File: src/rtl/core/vpls_pkg.sv
// ----------------------------------------------------------------------------
// vpls_pkg
// Types and constants shared by the vertex point-light shader: request and
// result payloads, light positions, controller states and unit status.
// ----------------------------------------------------------------------------
package vpls_pkg;

	// Field widths
	localparam int COORD_W  = 16;
	localparam int SLOT_W   = 3;
	localparam int COLOR_W  = 8;
	localparam int RADIUS_W = 12;
	localparam int BOOST_W  = 8;

	// Configuration port
	localparam int CFG_IDX_W  = 2;
	localparam int CFG_DATA_W = 12;
	localparam logic [CFG_IDX_W-1:0] REG_LIGHT_RADIUS = 2'd0;
	localparam logic [CFG_IDX_W-1:0] REG_MAX_BOOST    = 2'd1;

	// Reset values of the registers
	localparam logic [RADIUS_W-1:0] RADIUS_RESET = 12'd1200;
	localparam logic [BOOST_W-1:0]  BOOST_RESET  = 8'd100;

	// Request modes
	localparam logic MODE_LOAD  = 1'b0;
	localparam logic MODE_SHADE = 1'b1;

	// Shading constants
	localparam int INNER_RADIUS = 10;
	localparam logic [COLOR_W-1:0] CHANNEL_MAX = 8'd255;

	// Square root unit: radicand below 2^25, padded to an even width
	localparam int RAD_W          = 28;
	localparam int ROOT_W         = RAD_W / 2;
	localparam int ROOT_REM_W     = ROOT_W + 3;
	localparam int ROOT_PER_CYCLE = 2;
	localparam int ROOT_CYCLES    = ROOT_W / ROOT_PER_CYCLE;

	// Divider unit: boost * (radius - d) / (radius - inner), quotient of 8 bits
	localparam int DIVIDEND_W    = BOOST_W + RADIUS_W;
	localparam int QUOT_W        = BOOST_W;
	localparam int DIV_PER_CYCLE = 4;
	localparam int DIV_CYCLES    = QUOT_W / DIV_PER_CYCLE;

	typedef struct packed {
		logic signed [COORD_W-1:0] x;
		logic signed [COORD_W-1:0] y;
		logic signed [COORD_W-1:0] z;
	} pos_t;

	typedef struct packed {
		logic                      mode;
		logic [SLOT_W-1:0]         slot;
		logic                      light_on;
		logic signed [COORD_W-1:0] pos_x;
		logic signed [COORD_W-1:0] pos_y;
		logic signed [COORD_W-1:0] pos_z;
		logic [COLOR_W-1:0]        hi_red;
		logic [COLOR_W-1:0]        hi_green;
		logic [COLOR_W-1:0]        hi_blue;
		logic [COLOR_W-1:0]        lo_red;
		logic [COLOR_W-1:0]        lo_green;
		logic [COLOR_W-1:0]        lo_blue;
	} in_item_t;

	typedef struct packed {
		logic [BOOST_W-1:0] boost;
		logic [COLOR_W-1:0] out_hi_red;
		logic [COLOR_W-1:0] out_hi_green;
		logic [COLOR_W-1:0] out_hi_blue;
		logic [COLOR_W-1:0] out_lo_red;
		logic [COLOR_W-1:0] out_lo_green;
		logic [COLOR_W-1:0] out_lo_blue;
	} out_item_t;

	// Status of an iterative unit
	typedef struct packed {
		logic busy;
		logic done;
	} unit_stat_t;

	typedef enum logic [3:0] {
		ST_IDLE,
		ST_READ,
		ST_TEST,
		ST_SQUARE,
		ST_SUM,
		ST_ROOT,
		ST_SCALE,
		ST_DIV,
		ST_DONE
	} state_t;

endpackage

File: src/rtl/core/vpls_if.sv
// ----------------------------------------------------------------------------
// vpls channel interfaces
// Valid/ready channels for shade and load requests, shaded results and
// configuration writes.
// ----------------------------------------------------------------------------
interface vpls_in_if;
	import vpls_pkg::*;
	logic     valid;
	logic     ready;
	in_item_t payload;
	modport source (output valid, output payload, input ready);
	modport sink (input valid, input payload, output ready);
endinterface

interface vpls_out_if;
	import vpls_pkg::*;
	logic      valid;
	logic      ready;
	out_item_t payload;
	modport source (output valid, output payload, input ready);
	modport sink (input valid, input payload, output ready);
endinterface

interface vpls_cfg_if;
	import vpls_pkg::*;
	logic                  valid;
	logic                  ready;
	logic [CFG_IDX_W-1:0]  index;
	logic [CFG_DATA_W-1:0] data;
	modport source (output valid, output index, output data, input ready);
	modport sink (input valid, input index, input data, output ready);
endinterface

File: src/rtl/core/vpls_light_mem.sv
// ----------------------------------------------------------------------------
// vpls_light_mem
// Light table: positions in a synchronous memory with registered read,
// enable bits in flops that reset clears, so unwritten slots read as off.
// ----------------------------------------------------------------------------
module vpls_light_mem #(
	parameter int LIGHTS = 8,
	parameter int IDX_W  = 3
) (
	input  logic             clk,
	input  logic             arst_n,
	input  logic             wr_en,
	input  logic [IDX_W-1:0] wr_idx,
	input  logic             wr_on,
	input  vpls_pkg::pos_t   wr_pos,
	input  logic             rd_en,
	input  logic [IDX_W-1:0] rd_idx,
	output logic             rd_on,
	output vpls_pkg::pos_t   rd_pos
);
	import vpls_pkg::*;

	pos_t         pos_mem_q [LIGHTS];
	logic [LIGHTS-1:0] on_q;
	logic         rd_on_q;
	pos_t         rd_pos_q;

	// Write positions
	always_ff @(posedge clk) begin
		if (wr_en) begin
			pos_mem_q[wr_idx] <= wr_pos;
		end
	end

	// Write enable bits
	always_ff @(posedge clk or negedge arst_n) begin
		if (!arst_n) begin
			on_q <= '0;
		end else if (wr_en) begin
			on_q[wr_idx] <= wr_on;
		end
	end

	// Registered read
	always_ff @(posedge clk) begin
		if (rd_en) begin
			rd_pos_q <= pos_mem_q[rd_idx];
			rd_on_q  <= on_q[rd_idx];
		end
	end

	assign rd_on  = rd_on_q;
	assign rd_pos = rd_pos_q;

endmodule

File: src/rtl/core/vpls_root.sv
// ----------------------------------------------------------------------------
// vpls_root
// Floor square root, digit by digit, two result bits per cycle.
// ----------------------------------------------------------------------------
module vpls_root (
	input  logic                       clk,
	input  logic                       arst_n,
	input  logic                       start,
	input  logic [vpls_pkg::RAD_W-1:0] radicand,
	output vpls_pkg::unit_stat_t       stat,
	output logic [vpls_pkg::ROOT_W-1:0] root
);
	import vpls_pkg::*;

	localparam int CNT_W = (ROOT_CYCLES > 1) ? $clog2(ROOT_CYCLES) : 1;

	logic [RAD_W-1:0]      rad_q;
	logic [ROOT_REM_W-1:0] rem_q;
	logic [ROOT_W-1:0]     root_q;
	logic [CNT_W-1:0]      cnt_q;
	logic                  busy_q;
	logic                  done_q;

	logic [RAD_W-1:0]      rad_n;
	logic [ROOT_REM_W-1:0] rem_n;
	logic [ROOT_W-1:0]     root_n;
	logic [ROOT_REM_W-1:0] trial;

	// Run the steps of one cycle
	always_comb begin
		rad_n  = rad_q;
		rem_n  = rem_q;
		root_n = root_q;
		trial  = '0;
		for (int s = 0; s < ROOT_PER_CYCLE; s++) begin
			rem_n = {rem_n[ROOT_REM_W-3:0], rad_n[RAD_W-1 -: 2]};
			rad_n = {rad_n[RAD_W-3:0], 2'b00};
			trial = ROOT_REM_W'({root_n, 2'b01});
			if (rem_n >= trial) begin
				rem_n  = rem_n - trial;
				root_n = {root_n[ROOT_W-2:0], 1'b1};
			end else begin
				root_n = {root_n[ROOT_W-2:0], 1'b0};
			end
		end
	end

	// Datapath
	always_ff @(posedge clk) begin
		if (start) begin
			rad_q  <= radicand;
			rem_q  <= '0;
			root_q <= '0;
		end else if (busy_q) begin
			rad_q  <= rad_n;
			rem_q  <= rem_n;
			root_q <= root_n;
		end
	end

	// Control
	always_ff @(posedge clk or negedge arst_n) begin
		if (!arst_n) begin
			cnt_q  <= '0;
			busy_q <= 1'b0;
			done_q <= 1'b0;
		end else begin
			done_q <= 1'b0;
			if (start) begin
				cnt_q  <= '0;
				busy_q <= 1'b1;
			end else if (busy_q) begin
				cnt_q <= cnt_q + 1'b1;
				if (cnt_q == CNT_W'(ROOT_CYCLES - 1)) begin
					busy_q <= 1'b0;
					done_q <= 1'b1;
				end
			end
		end
	end

	assign stat.busy = busy_q;
	assign stat.done = done_q;
	assign root      = root_q;

endmodule

File: src/rtl/core/vpls_div.sv
// ----------------------------------------------------------------------------
// vpls_div
// Falloff scaler: registers boost * span, then divides it by the falloff
// width with a restoring divider, four quotient bits per cycle.
// ----------------------------------------------------------------------------
module vpls_div (
	input  logic                          clk,
	input  logic                          arst_n,
	input  logic                          start,
	input  logic [vpls_pkg::BOOST_W-1:0]  boost,
	input  logic [vpls_pkg::RADIUS_W-1:0] span,
	input  logic [vpls_pkg::RADIUS_W-1:0] width,
	output vpls_pkg::unit_stat_t          stat,
	output logic [vpls_pkg::QUOT_W-1:0]   quot
);
	import vpls_pkg::*;

	localparam int CNT_W = (DIV_CYCLES > 1) ? $clog2(DIV_CYCLES) : 1;
	localparam int DSH_W = RADIUS_W + QUOT_W - 1;

	logic [DIVIDEND_W-1:0] rem_q;
	logic [DSH_W-1:0]      dsh_q;
	logic [QUOT_W-1:0]     quot_q;
	logic [CNT_W-1:0]      cnt_q;
	logic                  busy_q;
	logic                  done_q;

	logic [DIVIDEND_W-1:0] rem_n;
	logic [DSH_W-1:0]      dsh_n;
	logic [QUOT_W-1:0]     quot_n;

	// Run the steps of one cycle
	always_comb begin
		rem_n  = rem_q;
		dsh_n  = dsh_q;
		quot_n = quot_q;
		for (int s = 0; s < DIV_PER_CYCLE; s++) begin
			if (rem_n >= DIVIDEND_W'(dsh_n)) begin
				rem_n  = rem_n - DIVIDEND_W'(dsh_n);
				quot_n = {quot_n[QUOT_W-2:0], 1'b1};
			end else begin
				quot_n = {quot_n[QUOT_W-2:0], 1'b0};
			end
			dsh_n = dsh_n >> 1;
		end
	end

	// Datapath: product on start, then quotient steps
	always_ff @(posedge clk) begin
		if (start) begin
			rem_q  <= DIVIDEND_W'(boost * span);
			dsh_q  <= {width, (QUOT_W - 1)'(0)};
			quot_q <= '0;
		end else if (busy_q) begin
			rem_q  <= rem_n;
			dsh_q  <= dsh_n;
			quot_q <= quot_n;
		end
	end

	// Control
	always_ff @(posedge clk or negedge arst_n) begin
		if (!arst_n) begin
			cnt_q  <= '0;
			busy_q <= 1'b0;
			done_q <= 1'b0;
		end else begin
			done_q <= 1'b0;
			if (start) begin
				cnt_q  <= '0;
				busy_q <= 1'b1;
			end else if (busy_q) begin
				cnt_q <= cnt_q + 1'b1;
				if (cnt_q == CNT_W'(DIV_CYCLES - 1)) begin
					busy_q <= 1'b0;
					done_q <= 1'b1;
				end
			end
		end
	end

	assign stat.busy = busy_q;
	assign stat.done = done_q;
	assign quot      = quot_q;

endmodule

File: src/rtl/core/vertex_point_light_shader_unit.sv
// ----------------------------------------------------------------------------
// vertex_point_light_shader_unit
// Vertex lighting from a table of point lights: strongest light in reach
// brightens both vertex colors.
// ----------------------------------------------------------------------------
// A load request (mode 0) writes the enable bit and position of one light slot
// and gives no result; slots at or past LIGHTS are ignored. A shade request
// (mode 1) walks the light table one slot at a time, reading each entry from
// the light memory: a slot that is off or whose cube of half-width
// light_radius misses the vertex is skipped after the box test; a hit is
// squared, summed and put through the square root unit (two root bits a
// cycle); one inside the inner radius gets the full boost, one past the
// radius none, and one in the falloff zone goes through the falloff divider
// (four quotient bits a cycle). The result waits in an output register, so
// the next request is taken while it is still pending. Configuration writes
// are taken at any time but belong between requests.
// ----------------------------------------------------------------------------
module vertex_point_light_shader_unit #(
	parameter int LIGHTS = 8
) (
	input  logic       clk,
	input  logic       arst_n,
	vpls_in_if.sink    items,
	vpls_out_if.source results,
	vpls_cfg_if.sink   cfg
);
	import vpls_pkg::*;

	localparam int IDX_W = (LIGHTS > 1) ? $clog2(LIGHTS) : 1;

	state_t state_q;
	state_t state_d;

	logic [RADIUS_W-1:0]   light_radius_q;
	logic [BOOST_W-1:0]    max_boost_q;
	in_item_t              item_q;
	logic [IDX_W-1:0]      light_q;
	logic [BOOST_W-1:0]    best_q;
	logic [RADIUS_W-1:0]   ax_q;
	logic [RADIUS_W-1:0]   az_q;
	logic [2*RADIUS_W-1:0] sq_x_q;
	logic [2*RADIUS_W-1:0] sq_z_q;
	out_item_t             out_q;
	logic                  out_valid_q;

	logic                  in_accept;
	logic                  slot_ok;
	logic                  load_wr;
	logic                  rd_en;
	logic                  rd_on;
	pos_t                  rd_pos;
	logic                  hit;
	logic                  light_last;
	logic                  advance;
	logic                  root_start;
	logic                  div_start;
	logic                  out_load;
	logic                  reach;
	logic                  full;
	logic [RAD_W-1:0]      radicand;
	logic [ROOT_W-1:0]     root;
	logic [QUOT_W-1:0]     quot;
	unit_stat_t            root_stat;
	unit_stat_t            div_stat;
	pos_t                  wr_pos;

	logic signed [COORD_W:0] dx;
	logic signed [COORD_W:0] dy;
	logic signed [COORD_W:0] dz;
	logic signed [COORD_W:0] r_pos;
	logic signed [COORD_W:0] r_neg;
	logic signed [COORD_W:0] ax_full;
	logic signed [COORD_W:0] az_full;

	function automatic logic [COLOR_W-1:0] sat_add(input logic [COLOR_W-1:0] c,
			input logic [BOOST_W-1:0] b);
		logic [COLOR_W:0] s;
		s = {1'b0, c} + (COLOR_W + 1)'(b);
		return s[COLOR_W] ? CHANNEL_MAX : s[COLOR_W-1:0];
	endfunction

	// Request handshake and load writes
	assign in_accept = items.valid && items.ready;
	assign slot_ok   = 32'(items.payload.slot) < LIGHTS;
	assign load_wr   = in_accept && (items.payload.mode == MODE_LOAD) && slot_ok;
	assign wr_pos    = '{x: items.payload.pos_x, y: items.payload.pos_y,
	                     z: items.payload.pos_z};

	vpls_light_mem #(
		.LIGHTS (LIGHTS),
		.IDX_W  (IDX_W)
	) u_mem (
		.clk    (clk),
		.arst_n (arst_n),
		.wr_en  (load_wr),
		.wr_idx (IDX_W'(items.payload.slot)),
		.wr_on  (items.payload.light_on),
		.wr_pos (wr_pos),
		.rd_en  (rd_en),
		.rd_idx (light_q),
		.rd_on  (rd_on),
		.rd_pos (rd_pos)
	);

	// Box test against the light just read
	always_comb begin
		dx      = {item_q.pos_x[COORD_W-1], item_q.pos_x} - {rd_pos.x[COORD_W-1], rd_pos.x};
		dy      = {item_q.pos_y[COORD_W-1], item_q.pos_y} - {rd_pos.y[COORD_W-1], rd_pos.y};
		dz      = {item_q.pos_z[COORD_W-1], item_q.pos_z} - {rd_pos.z[COORD_W-1], rd_pos.z};
		r_pos   = {(COORD_W + 1 - RADIUS_W)'(0), light_radius_q};
		r_neg   = -r_pos;
		ax_full = dx[COORD_W] ? -dx : dx;
		az_full = dz[COORD_W] ? -dz : dz;
		hit     = rd_on
		          && (dx >= r_neg) && (dx <= r_pos)
		          && (dy >= r_neg) && (dy <= r_pos)
		          && (dz >= r_neg) && (dz <= r_pos);
	end

	// Distance to brightness
	assign radicand   = RAD_W'({1'b0, sq_x_q} + {1'b0, sq_z_q});
	assign reach      = root < ROOT_W'(light_radius_q);
	assign full       = root < ROOT_W'(INNER_RADIUS);
	assign light_last = light_q == IDX_W'(LIGHTS - 1);

	vpls_root u_root (
		.clk      (clk),
		.arst_n   (arst_n),
		.start    (root_start),
		.radicand (radicand),
		.stat     (root_stat),
		.root     (root)
	);

	vpls_div u_div (
		.clk    (clk),
		.arst_n (arst_n),
		.start  (div_start),
		.boost  (max_boost_q),
		.span   (light_radius_q - root[RADIUS_W-1:0]),
		.width  (light_radius_q - RADIUS_W'(INNER_RADIUS)),
		.stat   (div_stat),
		.quot   (quot)
	);

	// Next state
	always_comb begin
		state_d = state_q;
		case (state_q)
			ST_IDLE: begin
				if (in_accept && (items.payload.mode == MODE_SHADE)) begin
					state_d = ST_READ;
				end
			end
			ST_READ: begin
				state_d = ST_TEST;
			end
			ST_TEST: begin
				if (hit) begin
					state_d = ST_SQUARE;
				end else begin
					state_d = light_last ? ST_DONE : ST_READ;
				end
			end
			ST_SQUARE: begin
				state_d = ST_SUM;
			end
			ST_SUM: begin
				state_d = ST_ROOT;
			end
			ST_ROOT: begin
				if (root_stat.done) begin
					state_d = ST_SCALE;
				end
			end
			ST_SCALE: begin
				if (!reach || full) begin
					state_d = light_last ? ST_DONE : ST_READ;
				end else begin
					state_d = ST_DIV;
				end
			end
			ST_DIV: begin
				if (div_stat.done) begin
					state_d = light_last ? ST_DONE : ST_READ;
				end
			end
			ST_DONE: begin
				if (!out_valid_q || results.ready) begin
					state_d = ST_IDLE;
				end
			end
			default: begin
				state_d = ST_IDLE;
			end
		endcase
	end

	// Controller outputs
	always_comb begin
		items.ready = 1'b0;
		rd_en       = 1'b0;
		root_start  = 1'b0;
		div_start   = 1'b0;
		advance     = 1'b0;
		out_load    = 1'b0;
		case (state_q)
			ST_IDLE: begin
				items.ready = 1'b1;
			end
			ST_READ: begin
				rd_en = 1'b1;
			end
			ST_TEST: begin
				advance = !hit;
			end
			ST_SUM: begin
				root_start = 1'b1;
			end
			ST_SCALE: begin
				advance   = !reach || full;
				div_start = reach && !full;
			end
			ST_DIV: begin
				advance = div_stat.done;
			end
			ST_DONE: begin
				out_load = !out_valid_q || results.ready;
			end
			default: begin
				items.ready = 1'b0;
			end
		endcase
	end

	// State register and control
	always_ff @(posedge clk or negedge arst_n) begin
		if (!arst_n) begin
			state_q     <= ST_IDLE;
			light_q     <= '0;
			out_valid_q <= 1'b0;
		end else begin
			state_q <= state_d;
			if (in_accept) begin
				light_q <= '0;
			end else if (advance && !light_last) begin
				light_q <= light_q + 1'b1;
			end
			if (out_load) begin
				out_valid_q <= 1'b1;
			end else if (results.ready) begin
				out_valid_q <= 1'b0;
			end
		end
	end

	// Configuration registers
	assign cfg.ready = 1'b1;

	always_ff @(posedge clk or negedge arst_n) begin
		if (!arst_n) begin
			light_radius_q <= RADIUS_RESET;
			max_boost_q    <= BOOST_RESET;
		end else if (cfg.valid && cfg.ready) begin
			case (cfg.index)
				REG_LIGHT_RADIUS: light_radius_q <= cfg.data[RADIUS_W-1:0];
				REG_MAX_BOOST:    max_boost_q    <= cfg.data[BOOST_W-1:0];
				default:          ;
			endcase
		end
	end

	// Shading datapath: hold request, track strongest light
	always_ff @(posedge clk) begin
		if (in_accept) begin
			item_q <= items.payload;
			best_q <= '0;
		end else if ((state_q == ST_SCALE) && reach && full && (max_boost_q > best_q)) begin
			best_q <= max_boost_q;
		end else if ((state_q == ST_DIV) && div_stat.done && (quot > best_q)) begin
			best_q <= quot;
		end
		if (state_q == ST_TEST) begin
			ax_q <= ax_full[RADIUS_W-1:0];
			az_q <= az_full[RADIUS_W-1:0];
		end
		if (state_q == ST_SQUARE) begin
			sq_x_q <= ax_q * ax_q;
			sq_z_q <= az_q * az_q;
		end
	end

	// Result register
	always_ff @(posedge clk) begin
		if (out_load) begin
			out_q.boost        <= best_q;
			out_q.out_hi_red   <= sat_add(item_q.hi_red, best_q);
			out_q.out_hi_green <= sat_add(item_q.hi_green, best_q);
			out_q.out_hi_blue  <= sat_add(item_q.hi_blue, best_q);
			out_q.out_lo_red   <= sat_add(item_q.lo_red, best_q);
			out_q.out_lo_green <= sat_add(item_q.lo_green, best_q);
			out_q.out_lo_blue  <= sat_add(item_q.lo_blue, best_q);
		end
	end

	assign results.valid   = out_valid_q;
	assign results.payload = out_q;

`ifndef SYNTHESIS
	// The root unit runs only while the controller waits for it
	a_root_owned: assert property (@(posedge clk) disable iff (!arst_n)
		root_stat.busy |-> (state_q == ST_ROOT))
		else $error("square root unit busy outside its wait state");

	// The divider runs only while the controller waits for it
	a_div_owned: assert property (@(posedge clk) disable iff (!arst_n)
		div_stat.busy |-> (state_q == ST_DIV))
		else $error("divider busy outside its wait state");

	// A shade request blocks further requests until its result is loaded
	a_shade_blocks: assert property (@(posedge clk) disable iff (!arst_n)
		(in_accept && (items.payload.mode == MODE_SHADE)) |=> !items.ready)
		else $error("request accepted while a shade is in progress");
`endif

endmodule

File: src/flat_wrapper.sv
// flat-port wrapper written by rule: the top's interface ports become plain ports
module vertex_point_light_shader_unit_flat import vpls_pkg::*;
#(
	parameter int LIGHTS = 8
)
  (clk, arst_n, items_valid, items_payload, items_ready, results_valid, results_payload, results_ready, cfg_valid, cfg_index, cfg_data, cfg_ready);
  vpls_in_if items_i ();
  vpls_out_if results_i ();
  vpls_cfg_if cfg_i ();
  input  logic clk;
  input  logic arst_n;
  input wire logic [$bits(items_i.valid)-1:0] items_valid;
  input wire logic [$bits(items_i.payload)-1:0] items_payload;
  output wire logic [$bits(items_i.ready)-1:0] items_ready;
  output wire logic [$bits(results_i.valid)-1:0] results_valid;
  output wire logic [$bits(results_i.payload)-1:0] results_payload;
  input wire logic [$bits(results_i.ready)-1:0] results_ready;
  input wire logic [$bits(cfg_i.valid)-1:0] cfg_valid;
  input wire logic [$bits(cfg_i.index)-1:0] cfg_index;
  input wire logic [$bits(cfg_i.data)-1:0] cfg_data;
  output wire logic [$bits(cfg_i.ready)-1:0] cfg_ready;
  assign items_i.valid = items_valid;
  assign items_i.payload = items_payload;
  assign items_ready = items_i.ready;
  assign results_valid = results_i.valid;
  assign results_payload = results_i.payload;
  assign results_i.ready = results_ready;
  assign cfg_i.valid = cfg_valid;
  assign cfg_i.index = cfg_index;
  assign cfg_i.data = cfg_data;
  assign cfg_ready = cfg_i.ready;
  vertex_point_light_shader_unit #(.LIGHTS(LIGHTS)) u_core (.clk(clk), .arst_n(arst_n), .items(items_i), .results(results_i), .cfg(cfg_i));
endmodule
File: config.mk
export PLATFORM = sky130hd
export DESIGN_NAME = vertex_point_light_shader_unit_flat
export DESIGN_NICKNAME = d
export VERILOG_FILES = /design/src/rtl/core/vpls_pkg.sv /design/src/rtl/core/vpls_if.sv /design/src/rtl/core/vpls_light_mem.sv /design/src/rtl/core/vpls_root.sv /design/src/rtl/core/vpls_div.sv /design/src/rtl/core/vertex_point_light_shader_unit.sv /design/src/flat_wrapper.sv
export SDC_FILE = /design/constraint.sdc
export NUM_CORES = 2
export LEC_CHECK = 0
export ABC_AREA = 1
export BUFFER_PORTS_ARGS = -buffer_cell sky130_fd_sc_hd__buf_2
export CORE_MARGIN = 1
export CORE_UTILIZATION = 50
export DETAILED_ROUTE_END_ITERATION = 8
export PLACE_DENSITY_LB_ADDON = 0.12
export SETUP_SLACK_MARGIN = 0.1
export SLEW_MARGIN = 10
export SYNTH_ARGS = -nofsm -noshare
export SYNTH_HDL_FRONTEND = slang
export SYNTH_HIERARCHICAL = 1
export SYNTH_SLANG_ARGS = --single-unit
File: constraint.sdc
create_clock -name clk -period 28.2 [get_ports clk]
set_input_delay 1.41 -clock clk [delete_from_list [all_inputs] [get_ports clk]]
set_output_delay 1.41 -clock clk [all_outputs]
set_load 0.02 [all_outputs]
After elaboration in Yosys (flattened, before gate mapping)
Memories as Yosys holds them, arrays and structs flattened. A register that Yosys moved wholly into a read port is not among the register bits.
Index checks and enable logic that the tools add are counted.

word-level totals
  memories = 1
  bits of input ports = 120
  RAM bits = 384
  logic and storage cells = 201
  register bits after elaboration = 381
  output and inout port bits = 59

cells by class
  magnitude comparators = 19
  equality and inequality tests = 15
  bitwise gates (word level) = 1
  add/subtract/negate cells = 24
  reductions and logical operators = 34
  mux-type cells = 63
  multipliers = 3

memory list
  memory                  depth  bits a word  read ports  clocked after Yosys merged registers in  write ports  RTL line              source
  u_core.u_mem.pos_mem_q  8      48           1           1                                        1            vpls_light_mem.sv:23  pos_t pos_mem_q [LIGHTS];

operators by type and width
  operator          count
  $mux W20          6
  $mux W28          2
  $add A8 B8 Y9     6
  $ge A17 B17 Y1    3
  $le A17 B13 Y1    3
  $sub A16 B16 Y17  3
  $mul A12 B12 Y24  2
  $mux W19          2
  $pmux W4 S9       1
  $ge A17 B16 Y1    2
  $mux W1           31
  $mux W15          2
  $sub A15 B15 Y15  2
  $mux W4           7
  $add A24 B24 Y25  1
  $mux W12          2
  $neg A12 Y12      2
  $ge A20 B16 Y1    1
  $ge A20 B17 Y1    1
  $ge A20 B18 Y1    1
  $ge A20 B19 Y1    1
  $mul A8 B12 Y20   1
  $sub A20 B16 Y20  1
  $sub A20 B17 Y20  1
  other kinds (35)  75

Longest topological paths before layout
  word-level depth = 13
  depth in mapped cells = 64
  depth with buffers taken out = 59

Hierarchy
The synthesis kept the hierarchy.

by module, submodules not included
  module                          area each (µm²)  times used  cells each
  vertex_point_light_shader_unit  25331.8          1           2913
  vpls_light_mem                  18685.4          1           1785
  vpls_div                        9554.2           1           1409
  vpls_root                       4466.8           1           609

Least setup slack after synthesis
Ideal clock, no wire load.

  path type = input-to-reg
  from = input items_valid
  to = memory u_core/u_mem/pos_mem_q[7][0] (netlist name) (enable)
  arrival = 10.041 ns
  buffers on the path = 0
  slack = 17.642 ns
  stages = 6
  cells stage by stage = inv_1 -> nor2_1 -> inv_1 -> nor2_1 -> nand2_1 -> nor3_1

on the way
  longest elaborated chain between the ends = 4

ends and longest elaborated chain
  element                        RTL line                              source
  start, declared                flat_wrapper.sv:12                    input wire logic [$bits(items_i.valid)-1:0] items_valid;
  $logic_and A1 B1 Y1            vertex_point_light_shader_unit.sv:83  assign in_accept = items.valid && items.ready;
  named net u_core.in_accept     vertex_point_light_shader_unit.sv:46  logic in_accept;
  $logic_and A1 B1 Y1            vertex_point_light_shader_unit.sv:85  assign load_wr = in_accept && (items.payload.mode == MODE_LOAD) && slot_ok;
  named net u_core.load_wr       vertex_point_light_shader_unit.sv:48  logic load_wr;
  $mux W1                        vpls_light_mem.sv:30                  if (wr_en) begin
  $mux W1 (not written as such)  vpls_light_mem.sv:31                  pos_mem_q[wr_idx] <= wr_pos;
  end, declared                  vpls_light_mem.sv:23

The timed path passes the listed nets, and every way through them passes these cells.

Final worst setup path
  from = register u_core.u_div.rem_q[0]
  to = register u_core.u_div.rem_q[1], data pin

on the way
  longest elaborated chain between the ends = 10

ends and longest elaborated chain
  element                                             RTL line                        source
  start, declared                                     vpls_div.sv:21                  logic [DIVIDEND_W-1:0] rem_q;
  start signal, assigned                              vpls_div.sv:51                  rem_q <= DIVIDEND_W'(boost * span);
  start signal, assigned                              vpls_div.sv:55                  rem_q <= rem_n;
  $sub A20 B19 Y20 or $ge A20 B19 Y1 (tied branches)  vpls_div.sv:39, vpls_div.sv:38
  $mux W20 *                                          vpls_div.sv:38                  if (rem_n >= DIVIDEND_W'(dsh_n)) begin
  $sub A20 B18 Y20 or $ge A20 B18 Y1 (tied branches)  vpls_div.sv:39, vpls_div.sv:38
  $mux W20 *                                          vpls_div.sv:38
  $sub A20 B17 Y20 or $ge A20 B17 Y1 (tied branches)  vpls_div.sv:39, vpls_div.sv:38
  $mux W20 *                                          vpls_div.sv:38
  $sub A20 B16 Y20 or $ge A20 B16 Y1 (tied branches)  vpls_div.sv:39, vpls_div.sv:38
  $mux W20 *                                          vpls_div.sv:38
  $mux W20 *                                          vpls_div.sv:54                  end else if (busy_q) begin
  $mux W20 *                                          vpls_div.sv:50                  if (start) begin

Every way passes the cells marked *; elsewhere a longest branch is shown, timed or not. The select of a mux whose other input is x is not followed.
A chain may end at the register's enable or synchronous reset.

==> metrics.md <==
| Metric | Value |
|---|---|
| CTS Root Cell | `clkbuf_16` |
| Initial drt markers | `2784` |
| Detailed Routing Iterations Pass 1 | `9` |
| Slew at the pin closest to its max-slew limit | `1.064 ns` |
| Die Footprint | `117400 um^2` |
| CTS Sinks | `811` |
| Critical path type | `reg -> reg` |
| Final nets | `7703` |
| Worst skew pair latency | `0.69 ns` |
| Worst hold path class | `reg -> reg` |
| Status | `finished, violations left` |
| Cell row count | `~120` |
| Largest net degree at the start of global routing | `110` |
| CTS tree | `done` |
| Finished Layout Cells | `8434` |
| Antenna Nets Post-Route | `0` |
| Area of the mapped netlist | `58020 um^2` |
| CP peak stage delay | `roughly 0.56 ns` |
| DR WL/cell | `17.02 um` |
| Clock Tree Buf Depth | `3` |
| # H-tree levels | `3` |
| Fin worst setup slack | `17.32 ns` |
| Post-DP Area | `60140 um^2` |
| Required time worst endpoint | `28.62 ns` |
| Die X-Extent | `342.7 um` |
| Mapped Avg Cell Area | `8.642 um^2` |
| Post-synthesis instance total | `6714` |
| RSZ-0062 raised after global routing | `false` |
| Overflow after GRT | `0` |
| Final setup viols | `0` |
| Violated checks | `design-rule violations` |
| Relative slew slack | `28.83%` |
| Number of max-cap violations | `0` |
| Initial antenna violation count | `13` |
| Area growth, synth to finish | `8.861%` |
| Yosys Warn Count | `6` |
| IO buf count | `177` |
| PostCTS Resize Cnt | `0` |
| Drt drc | `1` |
| Via count | `42969` |
| Crit-path slowest cell | `inv_1` |
| GRT Total Usage | `24.57%` |
| CORE AREA | `between 100000 and 150000 um^2` |
| Post-DP HPWL | `103.2 mm` |
| Tcrit/Tclk final | `between 30% and 40%` |
| Routability congestion estimate | `0.9117` |
| Post-CTS setup buffer count | `0` |
| Reg2reg start | `u_core/u_div/rem_q[0]` |
| Final min period | `10.88 ns` |
| Final wirelength | `143.5 mm` |
| Max Slew Vio Count | `0` |
| Crit-path max FO | `32` |
| Design area | `63160 um^2` |
| Critical Path Sink Type | `register` |
| Worst Path Arrival | `11.31 ns` |
| Vias in the first global route | `41509` |
| Worst-path clk slew | `0.06 ns` |
| F_max | `around 92 MHz` |
| DP Worst Slack | `17.42 ns` |
| Cells after DPL | `a little over 8000` |
| Critical Path Source Type | `register` |
| Global-route wire length before repair | `227.5 mm` |
| Crit path launch | `u_core/u_div/rem_q[0]` |
| Fin. Hold Viols | `0` |
| Starting Density | `50.61%` |
| IO Count | `between 150 and 200` |
| Setup Skew | `0.02689 ns` |
| Die Height | `342.7 um` |
| Ratio of cells with drive above 1 in the final layout | `under 10%` |
| Most used cell along the critical path | `nand2_1` |
| Num CTS Buffers | `between 90 and 100` |
| Setup Total Neg Slack | `0 ns` |
| Hold Crit Start | `u_core/u_root/rem_q[13]` |
| Cts hold-fix bufs | `0` |
| Via/cell ratio | `5.095` |
layer usage:
layer	global-route usage [%]	up-vias	share of wire, %
li1	-	21678	-
met2	40.68	806	47
met3	2.876	190	4.4
met4	6.427	18	2.2
met1	34.17	20277	46
met5	0	-	0.088
critical path: cells and delay by family, from the launching register on:
kind | cells | cell delay, ns
buffers and inverters | 8 | 1.63
adder cells (fa/ha/maj) | 7 | 2.33
flip-flops | 1 | 0.41
AO/OA/AOI/OAI | 15 | 3.03
AND/OR/NAND/NOR | 28 | 3.19
layout by cell type, fill, tap and decap left out, types with 16 or more instances in the layout:
master,n
nand2_1,1839
inv_1,1320
edfxtp_1,715
ha_1,509
nand3_1,377
a21oi_1,305
nor2_1,252
fa_1,231
o21ai_0,224
buf_2,177
xor2_1,156
xnor2_1,96
clkbuf_16,94
dfxtp_1,52
nand4_1,38
nor3_1,35
o21ai_1,35
dfrtp_1,34
buf_4,34
o21bai_1,24
nand2_2,23
o22ai_1,23
clkinv_2,21
clkinv_1,21
nand3b_1,19
a31oi_1,19
a21o_1,16
nand3_2,16
sequential cells by signal, summed over array words and instances (netlist names), 12 cells and up:
name	cells
u_core/sq_x_q	23
u_core/u_div/rem_q	20
u_core/ax_q	12
u_core/u_div/dsh_q	19
u_core/u_mem/pos_mem_q	384
u_core/u_root/rem_q	15
u_core/item_q	96
u_core/sq_z_q	23
u_core/az_q	12
u_core/u_root/rad_q	28
u_core/u_root/root	14
u_core/u_mem/rd_pos	48
u_core/results.payload	56
u_core/light_radius_q	12
area by class of cell:
cell class | count | area (um^2)
fillers | 10408 | 51490
clock inverters | 61 | 589.3
well taps | 1512 | 1892
diodes | 2 | 5.005
repair buffers | 211 | 1141
multi-input cells | 4387 | 28440
clock buffers | 110 | 2432
inverters | 1340 | 5037
flip-flops and latches | 811 | 23630
path summary, 6_finish.rpt:
kind / slack, ns / depth (start not counted) / endpoint
max: 17.32 / 58 / u_core/u_div/rem_q[1]
min: 0.46 / 2 / u_core/u_root/rem_q[13]
max reg2reg: 17.32 / 58 / u_core/u_div/rem_q[1]
min reg2reg: 0.46 / 2 / u_core/u_root/rem_q[13]
max in group asynchronous: 26.82 / 2 / u_core/light_q[1]
min in group asynchronous: 0.82 / 2 / u_core/u_div/cnt_q
stage by stage:
| step | hold WS (ns) | util [%] |
|---|---|---|
| global route | 0.4835 | 55.09 |
| CTS | 0.4633 | 55.09 |
| floorplan | 0.4301 | - |
| finish | 0.4627 | 55.09 |
| global placement | 0.4413 | 52.45 |
| detailed placement | 0.4531 | 52.45 |
Power is left out: the tool's default activity adds up to more than one toggle a clock period on the data nets, which glitch-free logic cannot reach.
